[src/rtl/tppd_pkg.sv]
// Shared types and constants for the timed press pattern detector.
// Used by tppd_core and by the top level; depends on nothing else.
package tppd_pkg;

  localparam int COUNT_WIDTH = 14;
  localparam int WIN_WIDTH   = 14;
  localparam int DEB_WIDTH   = 16;
  localparam int CMP_WIDTH   = (COUNT_WIDTH > WIN_WIDTH) ? COUNT_WIDTH : WIN_WIDTH;
  localparam int CFG_IDX_WIDTH  = 3;
  localparam int CFG_DATA_WIDTH = 16;

  typedef logic [CFG_IDX_WIDTH-1:0] cfg_idx_t;

  localparam cfg_idx_t CFG_HAND_WINDOW    = 3'd0;
  localparam cfg_idx_t CFG_FOOT_WINDOW    = 3'd1;
  localparam cfg_idx_t CFG_MIN_PHASE      = 3'd2;
  localparam cfg_idx_t CFG_DEBOUNCE_TICKS = 3'd3;
  localparam cfg_idx_t CFG_COUNTER_TOP    = 3'd4;

  localparam logic [WIN_WIDTH-1:0] RESET_HAND_WINDOW    = 14'd8000;
  localparam logic [WIN_WIDTH-1:0] RESET_FOOT_WINDOW    = 14'd9000;
  localparam logic [WIN_WIDTH-1:0] RESET_MIN_PHASE      = 14'd1000;
  localparam logic [DEB_WIDTH-1:0] RESET_DEBOUNCE_TICKS = 16'd1562;
  localparam logic [WIN_WIDTH-1:0] RESET_COUNTER_TOP    = 14'd12500;

  typedef logic [1:0] status_t;

  localparam status_t STATUS_IDLE      = 2'd0;
  localparam status_t STATUS_MEASURING = 2'd1;
  localparam status_t STATUS_ACCEPTED  = 2'd2;
  localparam status_t STATUS_REJECTED  = 2'd3;

  typedef struct packed {
    logic start_hand;
    logic start_foot;
    logic hand_level;
    logic foot_level;
  } in_beat_t;

  typedef struct packed {
    logic    elevation_on;
    logic    motors_stop;
    logic    home_request;
    status_t status;
  } out_beat_t;

  typedef struct packed {
    logic [WIN_WIDTH-1:0] hand_window;
    logic [WIN_WIDTH-1:0] foot_window;
    logic [WIN_WIDTH-1:0] min_phase;
    logic [DEB_WIDTH-1:0] debounce_ticks;
    logic [WIN_WIDTH-1:0] counter_top;
  } cfg_regs_t;

endpackage

[src/rtl/tppd_core.sv]
// Pattern state machine of the timed press pattern detector: phase timing,
// debounce waits and the final verdict. Uses types and constants from tppd_pkg.
module tppd_core import tppd_pkg::*; (
  input  logic      clk,
  input  logic      rst,
  input  logic      step,
  input  in_beat_t  beat,
  input  cfg_regs_t cfg,
  output out_beat_t result
);

  typedef enum logic [6:0] {
    PH_IDLE  = 7'b0000001,
    PH_HELD1 = 7'b0000010,
    PH_WAIT1 = 7'b0000100,
    PH_REL   = 7'b0001000,
    PH_WAIT2 = 7'b0010000,
    PH_HELD2 = 7'b0100000,
    PH_WAIT3 = 7'b1000000
  } phase_t;

  phase_t                 phase, phase_next;
  logic [COUNT_WIDTH-1:0] phase_count, phase_count_next;
  logic [DEB_WIDTH-1:0]   debounce_count, debounce_count_next;
  logic                   all_phases_ok, all_phases_ok_next;
  logic                   source_is_foot, source_is_foot_next;
  logic                   elevation_state, elevation_state_next;

  logic                   level;
  logic                   want;
  logic [CMP_WIDTH-1:0]   count_ext;
  logic [CMP_WIDTH-1:0]   window_ext;
  logic [CMP_WIDTH-1:0]   min_ext;
  logic [CMP_WIDTH-1:0]   top_ext;
  logic                   below_window;
  logic [DEB_WIDTH-1:0]   debounce_inc;
  logic                   motors;
  logic                   home;
  status_t                status;

  assign level      = source_is_foot ? beat.foot_level : beat.hand_level;
  assign count_ext  = CMP_WIDTH'(phase_count);
  assign window_ext = CMP_WIDTH'(source_is_foot ? cfg.foot_window : cfg.hand_window);
  assign min_ext    = CMP_WIDTH'(cfg.min_phase);
  assign top_ext    = CMP_WIDTH'(cfg.counter_top);
  assign below_window = count_ext < window_ext;
  assign want         = (phase != PH_REL);
  assign debounce_inc = debounce_count + DEB_WIDTH'(1);

  always_comb begin
    phase_next           = phase;
    phase_count_next     = phase_count;
    debounce_count_next  = debounce_count;
    all_phases_ok_next   = all_phases_ok;
    source_is_foot_next  = source_is_foot;
    elevation_state_next = elevation_state;
    motors = 1'b0;
    home   = 1'b0;
    status = STATUS_MEASURING;
    unique case (phase)
      PH_IDLE: begin
        status = STATUS_IDLE;
        if (beat.start_foot || beat.start_hand) begin
          source_is_foot_next  = beat.start_foot;
          elevation_state_next = 1'b0;
          motors               = 1'b1;
          status               = STATUS_MEASURING;
          phase_count_next     = '0;
          debounce_count_next  = '0;
          all_phases_ok_next   = 1'b1;
          phase_next           = PH_HELD1;
        end
      end
      PH_HELD1, PH_REL, PH_HELD2: begin
        if ((level == want) && below_window) begin
          if (count_ext == top_ext) begin
            phase_count_next = '0;
          end else begin
            phase_count_next = phase_count + COUNT_WIDTH'(1);
          end
        end else begin
          all_phases_ok_next  = all_phases_ok && (count_ext > min_ext) && below_window;
          debounce_count_next = '0;
          if (phase == PH_HELD1) begin
            phase_next = PH_WAIT1;
          end else if (phase == PH_REL) begin
            phase_next = PH_WAIT2;
          end else begin
            phase_next = PH_WAIT3;
          end
        end
      end
      PH_WAIT1, PH_WAIT2, PH_WAIT3: begin
        debounce_count_next = debounce_inc;
        if (debounce_inc >= cfg.debounce_ticks) begin
          debounce_count_next = '0;
          phase_count_next    = '0;
          if (phase == PH_WAIT3) begin
            if (all_phases_ok) begin
              home                 = 1'b1;
              elevation_state_next = 1'b1;
              status               = STATUS_ACCEPTED;
            end else begin
              status = STATUS_REJECTED;
            end
            phase_next = PH_IDLE;
          end else if (phase == PH_WAIT1) begin
            phase_next = PH_REL;
          end else begin
            phase_next = PH_HELD2;
          end
        end
      end
      default: begin
        phase_next = PH_IDLE;
        status     = STATUS_IDLE;
      end
    endcase
  end

  assign result.elevation_on = elevation_state_next;
  assign result.motors_stop  = motors;
  assign result.home_request = home;
  assign result.status       = status;

  always_ff @(posedge clk) begin
    if (rst) begin
      phase           <= PH_IDLE;
      phase_count     <= '0;
      debounce_count  <= '0;
      all_phases_ok   <= 1'b1;
      source_is_foot  <= 1'b0;
      elevation_state <= 1'b1;
    end else if (step) begin
      phase           <= phase_next;
      phase_count     <= phase_count_next;
      debounce_count  <= debounce_count_next;
      all_phases_ok   <= all_phases_ok_next;
      source_is_foot  <= source_is_foot_next;
      elevation_state <= elevation_state_next;
    end
  end

endmodule

[src/rtl/timed_press_pattern_detector.sv]
// Top level of the timed press pattern detector: handshakes, configuration
// registers, input and result registers. Depends on tppd_pkg and tppd_core.
//
// Each input beat is one timer tick and yields exactly one result beat. A beat
// goes from the input register through the pattern state machine into the
// result register; it waits in the input register while the result register
// holds a result that is not taken. A new tick can be taken in every cycle as
// long as results are drained. The single state update per tick is one counter
// step and a few compares.
// Configuration writes are always taken (cfg_ready is high) and should only be
// issued while no tick is in flight.
module timed_press_pattern_detector import tppd_pkg::*; (
  input  logic                      clk,
  input  logic                      rst,
  input  logic                      in_valid,
  output logic                      in_stall,
  input  in_beat_t                  in_beat,
  output logic                      out_valid,
  input  logic                      out_stall,
  output out_beat_t                 out_beat,
  input  logic                      cfg_valid,
  output logic                      cfg_ready,
  input  cfg_idx_t                  cfg_index,
  input  logic [CFG_DATA_WIDTH-1:0] cfg_data
);

  cfg_regs_t cfg;
  logic      hold_valid;
  in_beat_t  hold_beat;
  logic      step;
  out_beat_t result;

  assign cfg_ready = 1'b1;
  assign step      = hold_valid && (!out_valid || !out_stall);
  assign in_stall  = hold_valid && !step;

  always_ff @(posedge clk) begin
    if (rst) begin
      cfg.hand_window    <= RESET_HAND_WINDOW;
      cfg.foot_window    <= RESET_FOOT_WINDOW;
      cfg.min_phase      <= RESET_MIN_PHASE;
      cfg.debounce_ticks <= RESET_DEBOUNCE_TICKS;
      cfg.counter_top    <= RESET_COUNTER_TOP;
    end else if (cfg_valid && cfg_ready) begin
      unique case (cfg_index)
        CFG_HAND_WINDOW:    cfg.hand_window    <= cfg_data[WIN_WIDTH-1:0];
        CFG_FOOT_WINDOW:    cfg.foot_window    <= cfg_data[WIN_WIDTH-1:0];
        CFG_MIN_PHASE:      cfg.min_phase      <= cfg_data[WIN_WIDTH-1:0];
        CFG_DEBOUNCE_TICKS: cfg.debounce_ticks <= cfg_data[DEB_WIDTH-1:0];
        CFG_COUNTER_TOP:    cfg.counter_top    <= cfg_data[WIN_WIDTH-1:0];
        default: begin
        end
      endcase
    end
  end

  always_ff @(posedge clk) begin
    if (rst) begin
      hold_valid <= 1'b0;
    end else if (!in_stall) begin
      hold_valid <= in_valid;
    end
  end

  always_ff @(posedge clk) begin
    if (in_valid && !in_stall) begin
      hold_beat <= in_beat;
    end
  end

  tppd_core u_core (
    .clk    (clk),
    .rst    (rst),
    .step   (step),
    .beat   (hold_beat),
    .cfg    (cfg),
    .result (result)
  );

  always_ff @(posedge clk) begin
    if (rst) begin
      out_valid <= 1'b0;
    end else if (step) begin
      out_valid <= 1'b1;
    end else if (!out_stall) begin
      out_valid <= 1'b0;
    end
  end

  always_ff @(posedge clk) begin
    if (step) begin
      out_beat <= result;
    end
  end

endmodule

[config.mk]
export PLATFORM = sky130hd
export DESIGN_NAME = timed_press_pattern_detector
export DESIGN_NICKNAME = d
export VERILOG_FILES = /design/src/rtl/tppd_pkg.sv /design/src/rtl/tppd_core.sv /design/src/rtl/timed_press_pattern_detector.sv
export SDC_FILE = /design/constraint.sdc
export NUM_CORES = 1
export LEC_CHECK = 0
export ABC_AREA = 1
export BUFFER_PORTS_ARGS = -buffer_cell sky130_fd_sc_hd__buf_4
export CAP_MARGIN = 30
export CORE_MARGIN = 4
export CORE_UTILIZATION = 56
export CTS_BUF_LIST = sky130_fd_sc_hd__clkbuf_4 sky130_fd_sc_hd__clkbuf_8
export CTS_CLUSTER_SIZE = 30
export DETAILED_ROUTE_END_ITERATION = 10
export MAX_ROUTING_LAYER = met4
export PLACE_DENSITY = 0.76
export SLEW_MARGIN = 10
export SYNTH_ARGS = -nofsm -noshare
export SYNTH_HDL_FRONTEND = slang
export SYNTH_SLANG_ARGS = --single-unit
[constraint.sdc]
create_clock -name clk -period 2.5 [get_ports clk]
set_input_delay 0.125 -clock clk [delete_from_list [all_inputs] [get_ports clk]]
set_output_delay 0.125 -clock clk [all_outputs]
set_load 0.03 [all_outputs]
==> impl_metrics.yaml, run 1 <==
outcome:
  status: "finished, violations left"
  violations: "negative setup slack"
floorplanning:
  rows: 39
  die_x_um: 118.1
  die_h_um: 118.1
  dieArea_um2: 13940
  io_pins: 36
  core_um2: 11610
  start_util_pct: 58.42
setup_path:
  max_stage_delay_ns: 0.38
  crit_fanout: 6
  r2r-end: "u_core.debounce_count[15]$_SDFFE_PP0P_"
  path_cells: "inv_1 -> nor2_4 -> nand3_4 -> nor2_4 -> nand2_4 -> inv_1 -> nand2_1 -> xor2_1 -> inv_1 -> ha_4 -> nand2_2 -> o21bai_4 -> a21oi_2 -> nor2_2 -> nand3_4 -> inv_1 -> buf_4 -> a21oi_1 -> nor2_1"
  critical-path-top-delay-family: "simple AND/OR/NAND/NOR gates"
  cp_num_buf_inv: 5
  worst-setup-path-type: "reg -> reg"
  cp-end-kind: "flop"
  slowest_stage: "dfxtp_4"
  regToRegSetupSlack_ns: -0.43
  crit_path_start_kind: "flop"
  worstPathRequired_ns: 2.85
  r2r_start: "u_core.debounce_count[2]$_SDFFE_PP0P_"
  cp.arrival_ns: 3.28
  r2r_cells: 19
  critPathMostFrequentCell: "inv_1"
place:
  routabilityCongestion: 0.8928
  io_buffers: 34
  dpl.hpwl_um: 11990
drt:
  antenna_left: 0
  finalWirelength_um: 19660
  vias: 6716
  dr.pass1.iters: 5
  via_per_inst: 5.474
  drt-wirelength-per-cell_um: 16.02
  first_iter_violations: 575
  drc: 0
sta:
  worst_pin_slew_ns: 0.6417
  tns_ns: -14.56
  final-hold-violation-count: 0
  fin_crit_sh_pct: 117.1
  fmax_mhz: 341.7
  rsz0062_at_grt: "yes"
  layout_min_cycle_time_ns: 2.927
  report.final.slew_viol_count: 0
  worst_slack_ns: -0.4268
  final-setup-viol-count: 42
  clock_skew_ns: 0.01227
  maxSlewHeadroom_pct: 57.16
global_route:
  antenna_found_initial: 0
  grt.overflow.total: 0
  grt_max_degree: 37
  grt_pass1_vias: 6275
  grtUsageTotal_pct: 27.26
  grt_pass1_wl_um: 30010
yosys:
  ys_types: 42
  synth_ff_type: "dfxtp_1"
  yosysSeqAreaShare_pct: 37.62
  yosysWarnings: 0
  syn_inst: 953
  synth_edf_count: 9
  synthTopCellsByArea: "dfxtp_1 34%, nand2_1 11%, ha_1 8.3%"
  synth_top_area_share_pct: 33.63
  async_reset_ff_share_pct: 0
  synth_area_um2: 6785
  synth_area_leader_cell: "dfxtp_1"
  synth_nets: 1026
  post_synth.cell_area_avg_um2: 7.120
  ys_ff_latch: 123
pwr:
  p_leak_nw: 4.155
  power.density_nw_per_um2: 582.0
  ir_worst_vdd_v: 0.0006704
clock_network:
  cts.sinks: 123
  cts_tree: "built"
  cts_root_buf: "clkbuf_8"
  clk_latency_ns: 0.46
  cts-buffers-inserted: 17
  clk_pin_slew_worst_paths_ns: 0.08
  cts_buffer_depth: 2
  h-tree-depth: 4
hold_path:
  hold_class: "in -> reg"
  hold_path_end: "cfg[49]$_SDFFE_PP1P_"
  worstHoldStart: "cfg_index[1]"
  whs_path_depth: 5
final_layout:
  fin_util_pct: 75.78
  nNetsFinal: 1144
  area_growth_pct: 29.71
  drive_gt1_share_pct: 22.51
  final_cell_mix: "184 x nand2_1, 124 x nor2_1, 109 x dfxtp_1, 106 x inv_1, 102 x buf_4"
  num_antenna_cells: 0
  final_common_cell: "nand2_1"
job:
  maxCapViolations: 0
-- sequential cells by signal, summed over array words and instances (netlist names) --
| signal | count |
|---|---|
| hold_beat | 4 |
| u_core.phase | 7 |
| out_valid | 1 |
| u_core.elevation_state | 1 |
| out_beat | 5 |
| u_core.source_is_foot | 1 |
| hold_valid | 1 |
| u_core.count_ext | 14 |
| cfg | 72 |
| u_core.debounce_count | 16 |
| u_core.all_phases_ok | 1 |
-- cell usage after synthesis (all sizes together), types with 2 or more instances --
library cell  number
nand4             11
or2                4
edfxtp             9
inv              114
xor2              25
o21bai             3
ha                45
a21oi             71
nor2             149
o21ai             65
clkbuf            21
xnor2              2
buf               15
nand3             64
dfxtp            114
o211ai             9
mux2i             13
nor3              13
nand2            200
-- how the worst max path moves through the flow --
stage | to | slack (ns) | cells past startpoint | from
floorplan | u_core.count_ext[6]$_SDFFE_PP0P_ | -0.03 | 22 | u_core.debounce_count[0]$_SDFFE_PP0P_
global placement | u_core.count_ext[12]$_SDFFE_PP0P_ | -0.15 | 21 | u_core.debounce_count[1]$_SDFFE_PP0P_
detailed placement | u_core.count_ext[2]$_SDFFE_PP0P_ | -0.27 | 21 | u_core.debounce_count[1]$_SDFFE_PP0P_
CTS | u_core.count_ext[8]$_SDFFE_PP0P_ | -0.16 | 21 | u_core.debounce_count[1]$_SDFFE_PP0P_
global route | u_core.count_ext[6]$_SDFFE_PP0P_ | -0.54 | 19 | u_core.debounce_count[2]$_SDFFE_PP0P_
finish | u_core.debounce_count[15]$_SDFFE_PP0P_ | -0.43 | 19 | u_core.debounce_count[2]$_SDFFE_PP0P_
-- cell type report --
type                    count  area [um2]
clock buffers              18       247.7
repair inverters            1       16.27
inverters                 115       454.2
flip-flops and latches    123        2566
clock inverters            14       158.9
multi-input cells         679        4016
repair buffers            134        1162
well taps                 143       178.9
fillers                   820        2813
-- metrics by stage --
stage / std cells / total power [mW] / instance area [um2] / setup WS, ns / hold WS, ns
2_1_floorplan: 953 / 2.778 / 6839 / -0.02901 / 0.2239
3_3_place_gp: 1143 / 3.055 / 7538 / -0.1523 / 0.3050
3_5_place_dp: 1143 / 3.073 / 7538 / -0.2669 / 0.3045
4_1_cts: 1218 / 4.991 / 8464 / -0.1616 / 0.1309
5_1_grt: 1227 / 5.323 / 8801 / -0.5373 / 0.1639
6_report: 1227 / 5.122 / 8801 / -0.4268 / 0.1495
-- report_power, final --
group	internal, mW	switching, mW
logic	0.453	0.623
registers	2.09	0.0865
clock network	0.934	0.935
-- repair_timing --
| item | in CTS | in global routing |
|---|---|---|
| gates cloned | 1 | 1 |
| pin swaps | 14 | 26 |
| gates resized for setup | 34 | 51 |
| hold endpoints to repair | 64 | 0 |
| buffers inserted | 19 | 8 |
| hold buffers | 24 | 0 |
| setup endpoints to repair | 42 | 43 |
-- tightest hold or removal path: stages --
cell	delay (ns)
buf_4	0.09
nor2_1	0.04
buf_4	0.17
nand2_1	0.07
nand3_1	0.06
-- layer usage --
layer	wire length [um]	share of wire [%]	track usage (%)
met5	0	0	-
met4	445	2.3	8.791
met3	1371	7.0	5.766
met2	9510	48	43.05
met1	8330	42	35.01
-- kinds of logic (layout without fill, tap and decap cells) --
logic type	count (synthesis)	after routing	share of synthesized area [%]
and+or+nand+nor	444	444	28.01
DFF	123	123	37.62
muxes	13	13	1.918
adders and majority gates	45	45	8.298
AOI/OAI and AO/OA	149	149	11.52
xor gates and xnor gates	27	27	3.596
buffers and inverters	151	282	8.980
other	1	1	0.05527
Note: power is estimated with default switching activity, not from simulation.
==> inputs of run 2 (changes only) <==
- CORE_UTILIZATION: 56 -> 58
- PLACE_DENSITY: 0.76 -> 0.78
==> impl_metrics.yaml, run 2 (same netlist as run 1, synthesis figures left out) <==
outcome:
  status: "finished, violations left"
  violations: "negative setup slack"
drt:
  drt-wirelength-per-cell_um: 15.21
  antenna_left: 0
  dr.pass1.iters: 5
  met3_length_um: 1121
  drc: 0
  via_per_inst: 5.432
  met2_length_um: 8500
  first_iter_violations: 497
  top_layer_used: "met4"
  m1WireLength_um: 8142
  vias: 6578
  finalWirelength_um: 18420
sta:
  rsz0062_at_grt: "yes"
  final-hold-violation-count: 0
  fin_crit_sh_pct: 113.9
  tns_ns: -11.02
  fmax_mhz: 351.3
  worst_slack_ns: -0.3467
  report.final.slew_viol_count: 0
  clock_skew_ns: 0.008876
  maxSlewHeadroom_pct: 65.83
  final-setup-viol-count: 42
  worst_pin_slew_ns: 0.5121
  layout_min_cycle_time_ns: 2.847
global_route:
  antenna_found_initial: 0
  grt.overflow.total: 0
  grt_pass1_vias: 6167
  grtUsageTotal_pct: 28.66
  grt_pass1_wl_um: 29330
  grt_max_degree: 42
place:
  io_buffers: 34
  routabilityCongestion: 0.9061
  dp_slack_ns: -0.3110
  dpl.hpwl_um: 11830
  dpl_cell_area_um2: 7501
setup_path:
  cp.arrival_ns: 3.06
  critical-path-top-delay-family: "simple AND/OR/NAND/NOR gates"
  cp-end-kind: "flop"
  cp_num_buf_inv: 4
  max_stage_delay_ns: 0.38
  crit_fanout: 4
  crit_path_start_kind: "flop"
  worst-setup-path-type: "reg -> reg"
  worstPathRequired_ns: 2.71
  slowest_stage: "dfxtp_4"
  path_cells: "ha_4 -> nand3_4 -> nor2_4 -> nand3_4 -> nor2_1 -> xor2_1 -> inv_1 -> ha_1 -> nand2_1 -> inv_1 -> o21bai_1 -> a21oi_2 -> nor2_2 -> buf_4 -> nand2_2 -> inv_2 -> nand2_1 -> and3_1"
floorplanning:
  die_h_um: 116.2
  dieArea_um2: 13490
  die_x_um: 116.2
  start_util_pct: 59.42
  rows: 39
  io_pins: 36
  core_um2: 11420
final_layout:
  largest_register: "cfg"
  drive_gt1_share_pct: 20.79
  seq_area_um2: 2565
  largest_reg_flops: 72
  fin_util_pct: 75.03
  area_growth_pct: 26.26
  nNetsFinal: 1128
  num_antenna_cells: 0
  final_common_cell: "nand2_1"
  fillCellCount: 845
  final_cell_mix: "183 x nand2_1, 127 x nor2_1, 108 x dfxtp_1, 104 x inv_1, 87 x buf_4"
  final_cell_area_um2: 8567
  multi_input_area_um2: 3941
job:
  maxCapViolations: 0
clock_network:
  clk_latency_ns: 0.45
  cts.sinks: 123
  cts_root_buf: "clkbuf_8"
  cts_buffer_depth: 2
  h-tree-depth: 4
  clk_pin_slew_worst_paths_ns: 0.07
  cts-buffers-inserted: 17
  cts_tree: "built"
pwr:
  p_leak_nw: 4.062
  power.density_nw_per_um2: 573.4
  switching_power_mw: 1.449
  seq_power_share_pct: 44.3
  comb_power_share_pct: 20.7
  power.total_mw: 4.912
  ir_worst_vdd_v: 0.0004445
  power.internal_mw: 3.463
  clkPwrFrac_pct: 35.1
  sw_frac_of_total_pct: 29.50
hold_path:
  hold_class: "in -> reg"
[run 2: changes by cell type in the layout (fill, tap and decap cells not counted), sizes merged]
cell / change
clkinvlp: -1
clkbuf: +3
inv: -6
buf: -14
clkinv: +4
dlygate4sd3: -2
[run 2: path summary, 6_finish.rpt]
check | startpoint | endpoint | slack, ns | depth (start not counted)
min reg2reg | cfg[44]$_SDFFE_PP0P_ | cfg[44]$_SDFFE_PP0P_ | 0.46 | 2
max | u_core.debounce_count[0]$_SDFFE_PP0P_ | out_beat[4]$_DFFE_PP_ | -0.35 | 18
max reg2reg | u_core.debounce_count[0]$_SDFFE_PP0P_ | out_beat[4]$_DFFE_PP_ | -0.35 | 18
min | cfg_data[0] | cfg[30]$_SDFFE_PP0P_ | 0.02 | 3
[run 2: area by class of cell]
class	count	area share, %
Tap cell	143	2.089
Timing Repair inverter	2	0.2337
Clock inverter	10	1.154
Sequential cell	123	29.94
Clock buffer	22	3.315
Multi-Input combinational cell	679	46.01
Inverter	115	5.302
Timing Repair Buffer	117	11.96
[run 2: power groups by stage]
| stage | combinational (mW) | clock (mW) | sequential [mW] |
|---|---|---|---|
| 5_1_grt | 1.13 | 1.82 | 2.18 |
| 3_5_place_dp | 0.855 | 0 | 2.21 |
| 2_1_floorplan | 0.567 | 0 | 2.21 |
| 4_1_cts | 0.945 | 1.73 | 2.17 |
| 3_3_place_gp | 0.835 | 0 | 2.20 |
| 6_report | 1.01 | 1.72 | 2.17 |
[run 2: per-layer routing]
| layer | vias up | GRT usage (%) |
|---|---|---|
| met3 | 67 | 4.611 |
| met2 | 241 | 45.53 |
| met1 | 2994 | 37.31 |
| met4 | 0 | 9.977 |
| met5 | - | - |
| li1 | 3276 | - |
[run 2: stage by stage]
step / std cells / hold WS (ns)
2_1_floorplan: 953 / 0.2239
3_3_place_gp: 1138 / 0.3040
3_5_place_dp: 1138 / 0.3045
4_1_cts: 1207 / 0.004097
5_1_grt: 1211 / 0.01652
6_report: 1211 / 0.01505
[run 2: timing repair]
item / in CTS / in global routing
gates resized for setup: 34 / 46
pin swaps: 18 / 18
setup endpoints to repair: 42 / 43
hold buffers: 22 / 0
gates cloned: 2 / 0
setup buffers: 14 / 4
hold endpoints to repair: 60 / 0
[run 2: worst min-delay path: stages]
cell and delay, ns:
buf_4 0.15, nor2_1 0.06, nor2_1 0.10
